File: config.mk
export PLATFORM = sky130hd
export DESIGN_NAME = fp32_binary_scale
export DESIGN_NICKNAME = d
export VERILOG_FILES = /design/src/rtl/core/fbs_pkg.sv /design/src/rtl/core/fbs_stage_pipe.sv /design/src/rtl/core/fp32_binary_scale.sv
export SDC_FILE = /design/constraint.sdc
export NUM_CORES = 1
export LEC_CHECK = 0
export BUFFER_PORTS_ARGS = -buffer_cell sky130_fd_sc_hd__buf_4
export CAP_MARGIN = 5
export CORE_MARGIN = 3
export CORE_UTILIZATION = 40
export DETAILED_ROUTE_END_ITERATION = 12
export GPL_ROUTABILITY_DRIVEN = 0
export HOLD_SLACK_MARGIN = 0.15
export PLACE_DENSITY = 0.6
export SKIP_LAST_GASP = 1
export SLEW_MARGIN = 0
export SYNTH_ARGS = -nofsm -noshare
export SYNTH_HDL_FRONTEND = slang
export SYNTH_SLANG_ARGS = --single-unit
File: constraint.sdc
create_clock -name clk -period 4.8 [get_ports clk]
set_input_delay 0.48 -clock clk [delete_from_list [all_inputs] [get_ports clk]]
set_output_delay 0.48 -clock clk [all_outputs]
set_load 0.02 [all_outputs]
File: src/rtl/core/fbs_pkg.sv
// ----------------------------------------------------------------------------
// fbs_pkg
// Shared types and constants for the single-precision binary scale pipeline.
// ----------------------------------------------------------------------------
package fbs_pkg;

    localparam int unsigned ExpW  = 8;
    localparam int unsigned FracW = 23;
    localparam int unsigned ScaleW = 16;
    localparam int unsigned WordW = 32;
    localparam int unsigned InDataW = 48;
    localparam int unsigned OutDataW = 40;
    localparam int unsigned SumW = 18;
    localparam int unsigned LzW = 5;

    // operand class decoded in the first stage
    typedef enum logic [1:0] {
        CLS_PASS = 2'd0,
        CLS_NORM = 2'd1,
        CLS_SUBN = 2'd2
    } cls_t;

    // stage 1 to stage 2 payload
    typedef struct packed {
        logic                     sign;
        cls_t                     cls;
        logic [FracW-1:0]         frac;
        logic [WordW-1:0]         raw;
        logic signed [SumW-1:0]   ne;     // e + n for normals
        logic signed [ScaleW-1:0] n;
        logic [LzW-1:0]           lz;
    } s1_t;

    // stage 2 to stage 3 payload: decision and shift amounts
    typedef struct packed {
        logic               sign;
        logic               pass;
        logic               inf;
        logic               uf;
        logic               right;        // right shift of mant
        logic               zero;
        logic [4:0]         shamt;
        logic [ExpW-1:0]    exp_out;
        logic [FracW:0]     mant;         // with hidden one when needed
        logic [WordW-1:0]   raw;
    } s2_t;

    // leading zero count of a 23-bit fraction, 23 when zero
    function automatic logic [LzW-1:0] lzc23(input logic [FracW-1:0] f);
        logic [LzW-1:0] z;
        logic           hit;
        z   = LzW'(FracW);
        hit = 1'b0;
        for (int i = FracW - 1; i >= 0; i--) begin
            if (!hit && f[i]) begin
                z   = LzW'(FracW - 1 - i);
                hit = 1'b1;
            end
        end
        return z;
    endfunction

endpackage

File: src/rtl/core/fbs_stage_pipe.sv
// ----------------------------------------------------------------------------
// fbs_stage_pipe
// One pipeline register with valid and backpressure; holds under stall.
// ----------------------------------------------------------------------------
module fbs_stage_pipe #(
    parameter int unsigned W = 8
) (
    input  logic         clk,
    input  logic         rst_n,
    input  logic         in_valid,
    output logic         in_ready,
    input  logic [W-1:0] in_data,
    output logic         out_valid,
    input  logic         out_ready,
    output logic [W-1:0] out_data
);
    logic         valid_reg;
    logic [W-1:0] data_reg;

    assign in_ready  = !valid_reg || out_ready;
    assign out_valid = valid_reg;
    assign out_data  = data_reg;

    // valid register
    always_ff @(posedge clk or negedge rst_n)
    begin
        if (!rst_n)
        begin
            valid_reg <= 1'b0;
        end
        else if (in_ready)
        begin
            valid_reg <= in_valid;
        end
    end

    // payload register
    always_ff @(posedge clk)
    begin
        if (in_ready && in_valid)
        begin
            data_reg <= in_data;
        end
    end
endmodule

File: src/rtl/core/fp32_binary_scale.sv
// ----------------------------------------------------------------------------
// fp32_binary_scale
// Multiplies an IEEE single value by 2^n through exponent arithmetic.
// ----------------------------------------------------------------------------
// channel  dir  tdata (low bit up)                          tuser
// s_axis   in   value_bits[31:0], scale_exp[47:32]           -
// m_axis   out  result_bits[31:0], underflow[32], overflow[33] -
//
// three register stages: decode/lzc, decide, shift/assemble
// one request per cycle sustained while m_axis_tready stays high
// rst_n clears only the stage valid bits
// a stall at m_axis holds every full stage; an empty stage still fills
module fp32_binary_scale (
    input  logic                         clk,
    input  logic                         rst_n,
    input  logic                         s_axis_tvalid,
    output logic                         s_axis_tready,
    input  logic [fbs_pkg::InDataW-1:0]  s_axis_tdata,  // value_bits, scale_exp
    output logic                         m_axis_tvalid,
    input  logic                         m_axis_tready,
    output logic [fbs_pkg::OutDataW-1:0] m_axis_tdata   // result, uf, of, zero pad
);
    import fbs_pkg::*;

    logic [WordW-1:0]         v;
    logic signed [ScaleW-1:0] n_in;
    s1_t s1_next, s1_q;
    s2_t s2_next, s2_q;
    logic [OutDataW-1:0] s3_next;
    logic v1, r1, v2, r2;

    assign v    = s_axis_tdata[31:0];
    assign n_in = s_axis_tdata[47:32];

    // stage 1: classify and count leading zeros
    always_comb
    begin
        s1_next.sign = v[31];
        s1_next.frac = v[22:0];
        s1_next.raw  = v;
        s1_next.n    = n_in;
        s1_next.ne   = SumW'($signed({1'b0, v[30:23]})) + SumW'(n_in);
        s1_next.lz   = lzc23(v[22:0]);
        if (v[30:23] == 8'hFF || (v[30:23] == 8'h00 && v[22:0] == '0))
            s1_next.cls = CLS_PASS;
        else if (v[30:23] != 8'h00)
            s1_next.cls = CLS_NORM;
        else
            s1_next.cls = CLS_SUBN;
    end

    fbs_stage_pipe #(.W($bits(s1_t))) u_s1 (
        .clk(clk), .rst_n(rst_n),
        .in_valid(s_axis_tvalid), .in_ready(s_axis_tready), .in_data(s1_next),
        .out_valid(v1), .out_ready(r1), .out_data(s1_q)
    );

    // stage 2: choose path and shift amounts
    logic signed [SumW-1:0] sh_n, ne_s;
    always_comb
    begin
        sh_n = 18'sd1 - s1_q.ne;
        ne_s = SumW'(s1_q.n) - SumW'($signed({1'b0, s1_q.lz}));
        s2_next = '0;
        s2_next.sign = s1_q.sign;
        s2_next.raw  = s1_q.raw;
        case (s1_q.cls)
            CLS_PASS: s2_next.pass = 1'b1;
            CLS_NORM:
            begin
                if (s1_q.ne <= 0)
                begin
                    s2_next.uf    = 1'b1;
                    s2_next.right = 1'b1;
                    s2_next.mant  = {1'b1, s1_q.frac};
                    if (sh_n >= 24) s2_next.zero = 1'b1;
                    else            s2_next.shamt = sh_n[4:0];
                end
                else if (s1_q.ne >= 255)
                    s2_next.inf = 1'b1;
                else
                begin
                    s2_next.exp_out = s1_q.ne[7:0];
                    s2_next.mant    = {1'b0, s1_q.frac};
                end
            end
            default:
            begin
                s2_next.mant = {1'b0, s1_q.frac};
                if (s1_q.n <= 0)
                begin
                    s2_next.right = 1'b1;
                    if (s1_q.n <= -16'sd23) s2_next.zero = 1'b1;
                    else                    s2_next.shamt = 5'(-s1_q.n);
                end
                else if ($signed({11'b0, s1_q.lz}) >= s1_q.n)
                    s2_next.shamt = 5'(s1_q.n);
                else if (ne_s >= 255)
                    s2_next.inf = 1'b1;
                else
                begin
                    // the leading one shifts out above the fraction field
                    s2_next.exp_out  = ne_s[7:0];
                    s2_next.shamt    = s1_q.lz + 5'd1;
                end
            end
        endcase
    end

    fbs_stage_pipe #(.W($bits(s2_t))) u_s2 (
        .clk(clk), .rst_n(rst_n),
        .in_valid(v1), .in_ready(r1), .in_data(s2_next),
        .out_valid(v2), .out_ready(r2), .out_data(s2_q)
    );

    // stage 3: barrel shift and assemble
    logic [FracW:0] shifted;
    logic [FracW-1:0] frac_o;
    always_comb
    begin
        if (s2_q.right) shifted = s2_q.mant >> s2_q.shamt;
        else            shifted = s2_q.mant << s2_q.shamt;
        frac_o = s2_q.zero ? '0 : shifted[FracW-1:0];
        if (s2_q.pass)
            s3_next = {6'h00, 2'b00, s2_q.raw};
        else if (s2_q.inf)
            s3_next = {6'h00, 2'b10, s2_q.sign, 8'hFF, 23'h0};
        else
            s3_next = {6'h00, 1'b0, s2_q.uf, s2_q.sign, s2_q.exp_out, frac_o};
    end

    fbs_stage_pipe #(.W(OutDataW)) u_s3 (
        .clk(clk), .rst_n(rst_n),
        .in_valid(v2), .in_ready(r2), .in_data(s3_next),
        .out_valid(m_axis_tvalid), .out_ready(m_axis_tready), .out_data(m_axis_tdata)
    );

    // flags never both set
    assert property (@(posedge clk) disable iff (!rst_n)
        m_axis_tvalid |-> !(m_axis_tdata[32] && m_axis_tdata[33]))
        else $error("both flags set");
    // overflow means infinity
    assert property (@(posedge clk) disable iff (!rst_n)
        (m_axis_tvalid && m_axis_tdata[33]) |-> m_axis_tdata[30:0] == 31'h7F800000)
        else $error("overflow without infinity");
    // underflow gives zero exponent
    assert property (@(posedge clk) disable iff (!rst_n)
        (m_axis_tvalid && m_axis_tdata[32]) |-> m_axis_tdata[30:23] == 8'h00)
        else $error("underflow with nonzero exponent");
endmodule

; After elaboration in Yosys (flattened, before gate mapping)
; Index checks and enable logic that the tools add are counted.
[classes]
addsub = 5
order_cmp = 7
n_eq_ne = 2
shifts = 2
muxes = 71
n_reduce_logical = 62
[op_table]
columns = operator, count
row1 = $mux W5, 20
row2 = $pmux W39 S2, 1
row3 = $mux W32, 2
row4 = $mux W23, 2
row5 = $mux W34, 1
row6 = $mux W8, 4
row7 = $mux W1, 30
row8 = $logic_and A1 B1 Y1, 26
row9 = $logic_not A1 Y1, 25
row10 = $mux W24, 1
row11 = $shl A24 B5 Y23, 1
row12 = $shr A24 B5 Y23, 1
row13 = $logic_not A23 Y1, 1
row14 = $ge A18 B6 Y1 const B, 1
row15 = $ge A18 B9 Y1 const B, 1
row16 = $le A18 B1 Y1 const B, 1
row17 = $sub A2 B18 Y18 const A, 1
row18 = $add A9 B16 Y17, 1
row19 = $ge A17 B9 Y1 const B, 1
row20 = $sub A16 B6 Y17, 1
row21 = $ge A6 B16 Y1, 1
row22 = $le A16 B1 Y1 const B, 1
row23 = $le A16 B6 Y1 const B, 1
row24 = $mux W13, 1
row25 = other kinds (14), 23
[totals]
reg_bits = 209
in_bits = 52
elab_cells = 162

; Depth between registers and ports, before layout
; Gate-level depths: netlist of run 1.
[depth]
depth_word = 67
depth_mapped = 11

; By module
; A second synthesis of run 1 with hierarchy kept.
[unflattened]
hier_cells = 945
area_unflattened_um2 = 11114.4
[by_module_without_submodules]
columns = module, instances, cells_each, area_per_inst_um2, seq_area_each_um2
row1 = fp32_binary_scale, 1, 721, 4586.9, 0.0
row2 = fbs_stage_pipe (u_s1), 1, 101, 2966.6, 2937.8
row3 = fbs_stage_pipe (u_s2), 1, 79, 2306.0, 2277.2
row4 = fbs_stage_pipe (u_s3), 1, 44, 1255.0, 1226.2

; Least setup slack after synthesis of run 1
; OpenSTA, ideal clock, no wires.
[synth_timing]
path_type = reg-to-reg
from = reg u_s3.valid_reg, in the netlist u_s3.out_valid
to = reg u_s1.data_reg[0], in the netlist u_s1.out_data[0] (enable)
setup_ns = 0.438
t_arrival_ns = 2.577
required_time_ns = 4.362
setup_slack_ns = 1.785
stages_incl_launch_ff = 4
path_buffers = 0
cell_sequence = dfrtp_1 -> nor2b_1 -> nand3_1 -> and2_1
[synth_via]
elab_chain_cells = 5
[synth_rtl]
columns = element, line_no
row1 = start: declaration, fbs_stage_pipe.sv:17  ; logic valid_reg;
row2 = start signal: assignment, fbs_stage_pipe.sv:33  ; valid_reg <= in_valid;
row3 = $logic_not A1 Y1, fbs_stage_pipe.sv:20  ; assign in_ready = !valid_reg || out_ready;
row4 = $logic_or A1 B1 Y1 (3 in a row), fbs_stage_pipe.sv:20
row5 = via s_axis_tready, fp32_binary_scale.sv:17  ; output logic s_axis_tready,
row6 = $logic_and A1 B1 Y1, fbs_stage_pipe.sv:40  ; if (in_ready && in_valid)
row7 = end signal: assignment, fbs_stage_pipe.sv:42  ; data_reg <= in_data;
row8 = end: declaration, fbs_stage_pipe.sv:18  ; logic [W-1:0] data_reg;
; The timed path passes the listed nets, and every way through them passes these cells.
; A chain may end at the register's enable or synchronous reset.

; Worst setup path after layout of run 1
[layout_timing]
from = reg u_s2.data_reg[65], in the netlist u_s2.out_data[65]
to = reg u_s3.data_reg[17], in the netlist u_s3.out_data[17] (data pin)
[layout_via]
elab_chain_cells = 5
word_cells_on_any_way = 6
classes_between = shift: 2 / mux: 4
[layout_rtl]
columns = element, line_no
row1 = start: declaration, fbs_stage_pipe.sv:18
row2 = start signal: assignment, fbs_stage_pipe.sv:42
row3 = $shl A24 B5 Y23 / $shr A24 B5 Y23 (equally long branches), "fp32_binary_scale.sv:122, fp32_binary_scale.sv:121"
row4 = $mux W23 (*), fp32_binary_scale.sv:121  ; if (s2_q.right) shifted = s2_q.mant >> s2_q.shamt;
row5 = $mux W23 (*), fp32_binary_scale.sv:123  ; frac_o = s2_q.zero ? '0 : shifted[FracW-1:0];
row6 = $mux W34 (*), fp32_binary_scale.sv:126  ; else if (s2_q.inf)
row7 = $mux W32 (*), fp32_binary_scale.sv:124  ; if (s2_q.pass)
row8 = via s3_next[17], fp32_binary_scale.sv:29  ; logic [OutDataW-1:0] s3_next;
row9 = end signal: assignment, fbs_stage_pipe.sv:42
row10 = end: declaration, fbs_stage_pipe.sv:18
; Mark *: on every way through the listed nets, which the timed path passes. The rest lies on a longest branch.

==> reports/results.ini, run 1 <==
[global_route]
grt_pass1_wl_mm=40.7
grt_max_degree=73
track_usage=0.185
grt_pass1_vias=7292
overflow=0
antenna_found_initial=0

[die]
die_h_um=167
rows=58
io_pins=94
die_w_um=167
core_mm2=0.0253
start_util=0.409
die_area_mm2=0.0279

[detailed_routing]
ant_nets=0
met1Wirelength_mm=12.0
route.met2.wl_mm=11.1
drc=0
num_vias=7568
dr.pass1.iters=5
dr_wl_met3_mm=2.03
wl_mm=25.8
drtIter0Drc=826
wl_per_cell_um=18.9
vias_per_cell=5.54
highest_layer=met4

[sta]
skew_ps=8.26
hold_viol_final=0
slew_headroom=0.184
period_share=0.689
maxSlewViolCount=0
setup_slack_ps=1490
tns_ps=0
min_period_ps=3310
rsz0062_at_grt=no
setup-violations-final=0
fmax_mhz=302
tightest_slew_ps=1220

[placement]
placed_cells=1332
port_buffers=87
dpl_worst_slack_ps=1570
hpwlAfterDp_mm=19.4
place_area_mm2=0.0112

[logic_synthesis]
synthCells=957
ys_seq_elements=183
syn_area_mm2=0.0104
syn_area_per_cell_um2=10.8
ys_seq_area_frac=0.529
synthDistinctLibCells=91
async_flop_share=0.0164
synth_edf_count=180
yosys_warnings=0
yosys_most_used_dff=edfxtp_1

[worst_setup_path]
critPathMaxFanout=33
crit_required_ps=5000
cp.arrival_ps=3510
worstSetupPathType=register to register
start_kind=register
critPathCaptureType=register

[cells_and_area]
drive_above_1_share=0.182
stdcell_count=1365
antenna_cells=0
fin_area_mm2=0.0119
fin_nets=1094
fillCellCount=2340
area_delta_synth_final_pct=14.4

[clock_tree]
cts_hold_buf=1
clkLatencyLatePin_ps=430
root_buffer=clkbuf_16
cts_max_path_buffers=2
clock-sinks=183
cts_tree=built
htreeDepth=4
post-cts-setup-buffers=0
cts_made_buffers=17
cts_resized=0
path_clk_slew_ps=70

[status]
status=finished, final reports clean

[worst_hold_path]
hp-class=input port to register

[pwr]
irDropWorstVdd_mv=0.200
leakage_nw=4.29
power_per_cell_area_mw_per_mm2=376

[job]
maxCapViolations=0

==> power breakdown <==
part | internal [mW] | switching, mW
sequential | 1.95 | 0.148
clock | 0.790 | 0.656
combinational | 0.364 | 0.547
==> synth_stat cells (all sizes together) (4+ instances only) <==
cell	count	area share
nor2	105	0.039
mux4	8	0.017
a31oi	8	0.0048
a211oi	10	0.0072
a21oi	50	0.024
xnor2	17	0.014
a221o	10	0.010
and3	7	0.0042
a21o	4	0.0030
ha	18	0.022
edfxtp	180	0.52
buf	25	0.015
nand4	9	0.0054
a22o	7	0.0059
xor2	8	0.0068
nor4	11	0.010
nand2	76	0.028
and2	6	0.0037
or2	7	0.0042
clkbuf	31	0.012
o211ai	14	0.010
a31o	4	0.0034
o21ai	78	0.038
nor2b	33	0.021
nand3	23	0.011
mux2i	31	0.030
or3	7	0.0042
o21a	5	0.0036
o31a	4	0.0035
mux2	11	0.012
nand2b	23	0.014
a32o	4	0.0039
nor3	27	0.014
o22ai	8	0.0048
inv	30	0.011
nor3b	6	0.0053
a21boi	6	0.0058
==> critical path, cell delays in order (launching register included) <==
cell and delay [ps]:
edfxtp_1 1160, buf_4 480, o21ai_0 170, o21ai_0 250, nand2_1 80, o21ai_0 170, mux2i_1 120, o32a_1 300
o41ai_1 330
==> layer usage <==
layer,global-route usage,up-vias
li1,-,3713
met1,0.268,3556
met2,0.267,252
met3,0.0456,47
met4,0.0725,0
met5,0,-
==> worst paths after layout <==
check                                                  from                     endpoint  slack, ps  cells after the start
worst max-delay path            u_s2.out_data[65]$_DFFE_PP_  u_s3.out_data[17]$_DFFE_PP_       1490                      8
worst min-delay path                       s_axis_tdata[31]  u_s1.out_data[70]$_DFFE_PP_        230                      1
worst max register to register  u_s2.out_data[65]$_DFFE_PP_  u_s3.out_data[17]$_DFFE_PP_       1490                      8
worst min register to register  u_s1.out_data[65]$_DFFE_PP_  u_s2.out_data[26]$_DFFE_PP_        420                      0
max in group asynchronous                             rst_n   u_s2.out_valid$_DFFE_PN0P_       4330                      2
min in group asynchronous                             rst_n   u_s1.out_valid$_DFFE_PN0N_        370                      2
==> registers in the layout (all words and copies together), names as in the netlist <==
signal          count
u_s1.out_valid      1
u_s2.out_data      74
u_s2.out_valid      1
u_s1.out_data      72
u_s3.out_data      34
u_s3.out_valid      1
==> metrics by stage <==
stage,util,power (mW),hold WS (ps)
final,0.468,4.46,226
after CTS,0.468,4.48,204
after global placement,0.444,3.03,273
after detailed placement,0.444,3.03,274
after floorplan,-,2.72,184
after global routing,0.468,4.66,204
==> placed cells by master (no fill, tap or decap), types with 4 or more instances in the layout <==
master / instances
inv_1: 28
a211oi_1: 10
nor2_1: 104
mux4_2: 8
ha_1: 18
o21ai_0: 77
mux2_2: 11
a221o_1: 7
nor4_1: 8
nand2_1: 76
nor3_1: 26
and3_1: 7
a31oi_1: 8
a22o_1: 7
o211ai_1: 14
xor2_1: 8
conb_1: 6
edfxtp_1: 180
a21oi_1: 50
o21a_1: 5
inv_8: 4
mux2i_1: 31
nor3b_1: 4
a31o_2: 4
nand4_1: 9
nand3_1: 23
nor2b_1: 32
o22ai_1: 8
xnor2_1: 17
buf_4: 96
a32o_1: 4
or3_1: 7
clkbuf_16: 17
nand2b_1: 22
or2_2: 7
==> layout make-up <==
| type | instances | area, um2 | area share |
|---|---|---|---|
| flip-flops and latches | 183 | 5480 | 0.462 |
| multi-input cells | 693 | 4510 | 0.380 |
| repair buffers | 97 | 731 | 0.0616 |
| clock buffers | 17 | 425 | 0.0359 |
| well taps | 330 | 413 | 0.0348 |
| clock inverters | 15 | 185 | 0.0156 |
| inverters | 30 | 113 | 0.00950 |
==> cell families (layout without fill, tap and decap cells) <==
family,after synthesis,in the layout,share of synthesized area
AOI/OAI and AO/OA,243,243,0.155
xor gates and xnor gates,25,25,0.0211
adders and majority gates,20,20,0.0256
buffers and inverters,86,159,0.0380
DFF,183,183,0.529
muxes,50,50,0.0593
other,1,6,0.000362
and+or+nand+nor,349,349,0.172
Note: power is estimated with default switching activity, not from simulation.
==> inputs of run 2 (changes only) <==
- ABC_AREA: not set -> 1
- PLACE_DENSITY: 0.6 -> 0.62
- clock period: 4.8 -> 2.9 ns (I/O delays scaled with it)
==> run 2 against run 1 <==
Against the previous run: sequential power grew 77%; fmax grew 28%; worst setup slack lost 1200 ps; synthesized area grew 4.1%; critical path depth grew 4; via count grew 18%; utilization grew 2.3 points; global-route usage grew 1.4 points; clock-buffer cell count is the same; largest cell class unchanged.
==> reports/results.ini, run 2 <==
[logic_synthesis]
synth_edf_count=180
netlist_top_cells_count=nand2_1, edfxtp_1, inv_1
synthCells=1227
synthDistinctLibCells=60
synth_top_cell_by_area=edfxtp_1
yosys_warnings=0
ys_seq_area_frac=0.508
syn_area_mm2=0.0108
yosys_most_used_dff=edfxtp_1
syn_area_per_cell_um2=8.80
yosys-top-cells-area=edfxtp_1, nand2_1, inv_1
async_flop_share=0.0164
ys_seq_elements=183
synth_top_area_frac=0.501
synth.most_common_cell=nand2_1

[sta]
maxSlewViolCount=0
fmax_mhz=387
setup-violations-final=0
skew_ps=15.4
hold_slack_ps=163
hold_viol_final=0
min_period_ps=2590
tightest_slew_ps=716
slew_headroom=0.522
rsz0062_at_grt=no
tns_ps=0
period_share=0.892

[clock_tree]
cts_tree=built
htreeDepth=4
post-cts-setup-buffers=0
cts_made_buffers=17
clock-sinks=183
cts_max_path_buffers=2
clkLatencyLatePin_ps=440
root_buffer=clkbuf_16
path_clk_slew_ps=80

[global_route]
antenna_found_initial=0
grt_pass1_wl_mm=45.1
track_usage=0.198
grt_pass1_vias=8120
grt_max_degree=75
overflow=0

[cells_and_area]
drive_above_1_share=0.159
area_delta_synth_final_pct=19.6
largest_register_ffs=74
fin_nets=1435
antenna_cells=0
layout_common_cells=nand2_1, edfxtp_1, inv_1
fin_area_mm2=0.0129
utilization=0.491
fillCellCount=2519
final_common_cell=nand2_1

[die]
io_pins=94
die_area_mm2=0.0290
die_h_um=170
die_w_um=170
rows=59
start_util=0.411
core_mm2=0.0263

[worst_setup_path]
crit_chain=inv_1, ha_1, fa_1, nor2_1, o21ai_2, nand2_2, nand2_1, a21oi_1, nand4_2, nand2_4, nand3_1, o31ai_1
cpPeakStageDelay_ps=430
start_kind=register
cp_num_buf_inv=1
cp.arrival_ps=2810
worstSetupPathType=register to register
path_delay_family=simple AND/OR/NAND/NOR gates
critPathCaptureType=register
critPathMaxFanout=10
critical_path.slowest_cell=fa_1
crit_required_ps=3120
reg2reg_slack_ps=310

[placement]
place_area_mm2=0.0118
hpwlAfterDp_mm=21.4
port_buffers=87

[pwr]
irDropWorstVdd_mv=0.331
leakage_nw=5.48
power_per_cell_area_mw_per_mm2=679

[detailed_routing]
wl_mm=28.6
num_vias=8907
dr.pass1.iters=5
wl_per_cell_um=16.7
drc=0
drtIter0Drc=817
vias_per_cell=5.21
ant_nets=0

[status]
status=finished, final reports clean

[worst_hold_path]
hp-class=input port to asynchronous set/reset pin

[job]
maxCapViolations=0

==> run 2: cell types whose count changed in the layout (fill, tap and decap cells not counted), sizes merged, moves of 15 or more <==
cell         delta
dlygate4sd3    +50
inv           +127
mux2i          -26
nand2         +241
nand2b         -23
nand3          +47
nor2b          -33
o21ai          +27
xor2           +15
==> run 2: metrics by stage <==
step | instances | total power, mW | worst slack, ps
3_5_place_dp | 1628 | 6.40 | 369
3_3_place_gp | 1628 | 6.39 | 414
5_1_grt | 1711 | 9.24 | 102
2_1_floorplan | 1232 | 5.52 | 164
6_report | 1711 | 8.76 | 314
4_1_cts | 1711 | 8.77 | 347
==> run 2: final timing paths <==
| check | startpoint | end | cells past startpoint |
|---|---|---|---|
| setup reg to reg | u_s1.out_data[5]$_DFFE_PP_ | u_s2.out_data[63]$_DFFE_PP_ | 12 |
| hold reg to reg | u_s2.out_data[31]$_DFFE_PP_ | u_s3.out_data[31]$_DFFE_PP_ | 0 |
| max in group asynchronous | rst_n | u_s2.out_valid$_DFFE_PN0P_ | 2 |
| hold / removal | rst_n | u_s1.out_valid$_DFFE_PN0N_ | 2 |
| min in group clk | u_s2.out_data[31]$_DFFE_PP_ | u_s3.out_data[31]$_DFFE_PP_ | 0 |
| setup / recovery | u_s1.out_data[5]$_DFFE_PP_ | u_s2.out_data[63]$_DFFE_PP_ | 12 |
==> run 2: where the power goes <==
part	internal, mW	switching [mW]	total (mW)
clock	1.15	1.16	2.31
sequential	3.47	0.255	3.72
combinational	0.916	1.80	2.72
total	5.53	3.22	8.76
==> run 2: area by class of cell <==
class	instances	area, um2	share of cell area
Sequential cell	183	5480	0.425
Multi-Input combinational cell	846	4500	0.348
Timing Repair Buffer	157	1330	0.103
Inverter	158	593	0.0460
Clock buffer	17	425	0.0330
Tap cell	335	419	0.0325
Clock inverter	15	159	0.0123
==> run 2: timing repair <==
action,CTS,global route
hold endpoints to repair,53,0
setup endpoints to repair,0,0
hold buffers,51,0
resized for setup,0,0
==> run 2: kinds of logic (layout without fill, tap and decap cells) <==
| group | Yosys count | count (layout) | synth area share |
|---|---|---|---|
| flip-flops | 183 | 183 | 0.508 |
| AND/OR/NAND/NOR | 560 | 560 | 0.230 |
| XOR/XNOR | 29 | 29 | 0.0235 |
| buffers and inverters | 203 | 347 | 0.0783 |
| other | 1 | 6 | 0.000347 |
| adder cells (fa/ha/maj) | 20 | 20 | 0.0246 |
| AO/OA/AOI/OAI | 226 | 226 | 0.131 |
| multiplexers | 5 | 5 | 0.00464 |
==> run 2: metal layers <==
| metal | vias to the layer above | GRT usage | share of wire |
|---|---|---|---|
| met4 | 0 | 0.0504 | 0.014 |
| met5 | - | 0 | 0 |
| met2 | 298 | 0.286 | 0.42 |
| met1 | 4151 | 0.310 | 0.49 |
| li1 | 4431 | - | - |
| met3 | 27 | 0.0323 | 0.072 |
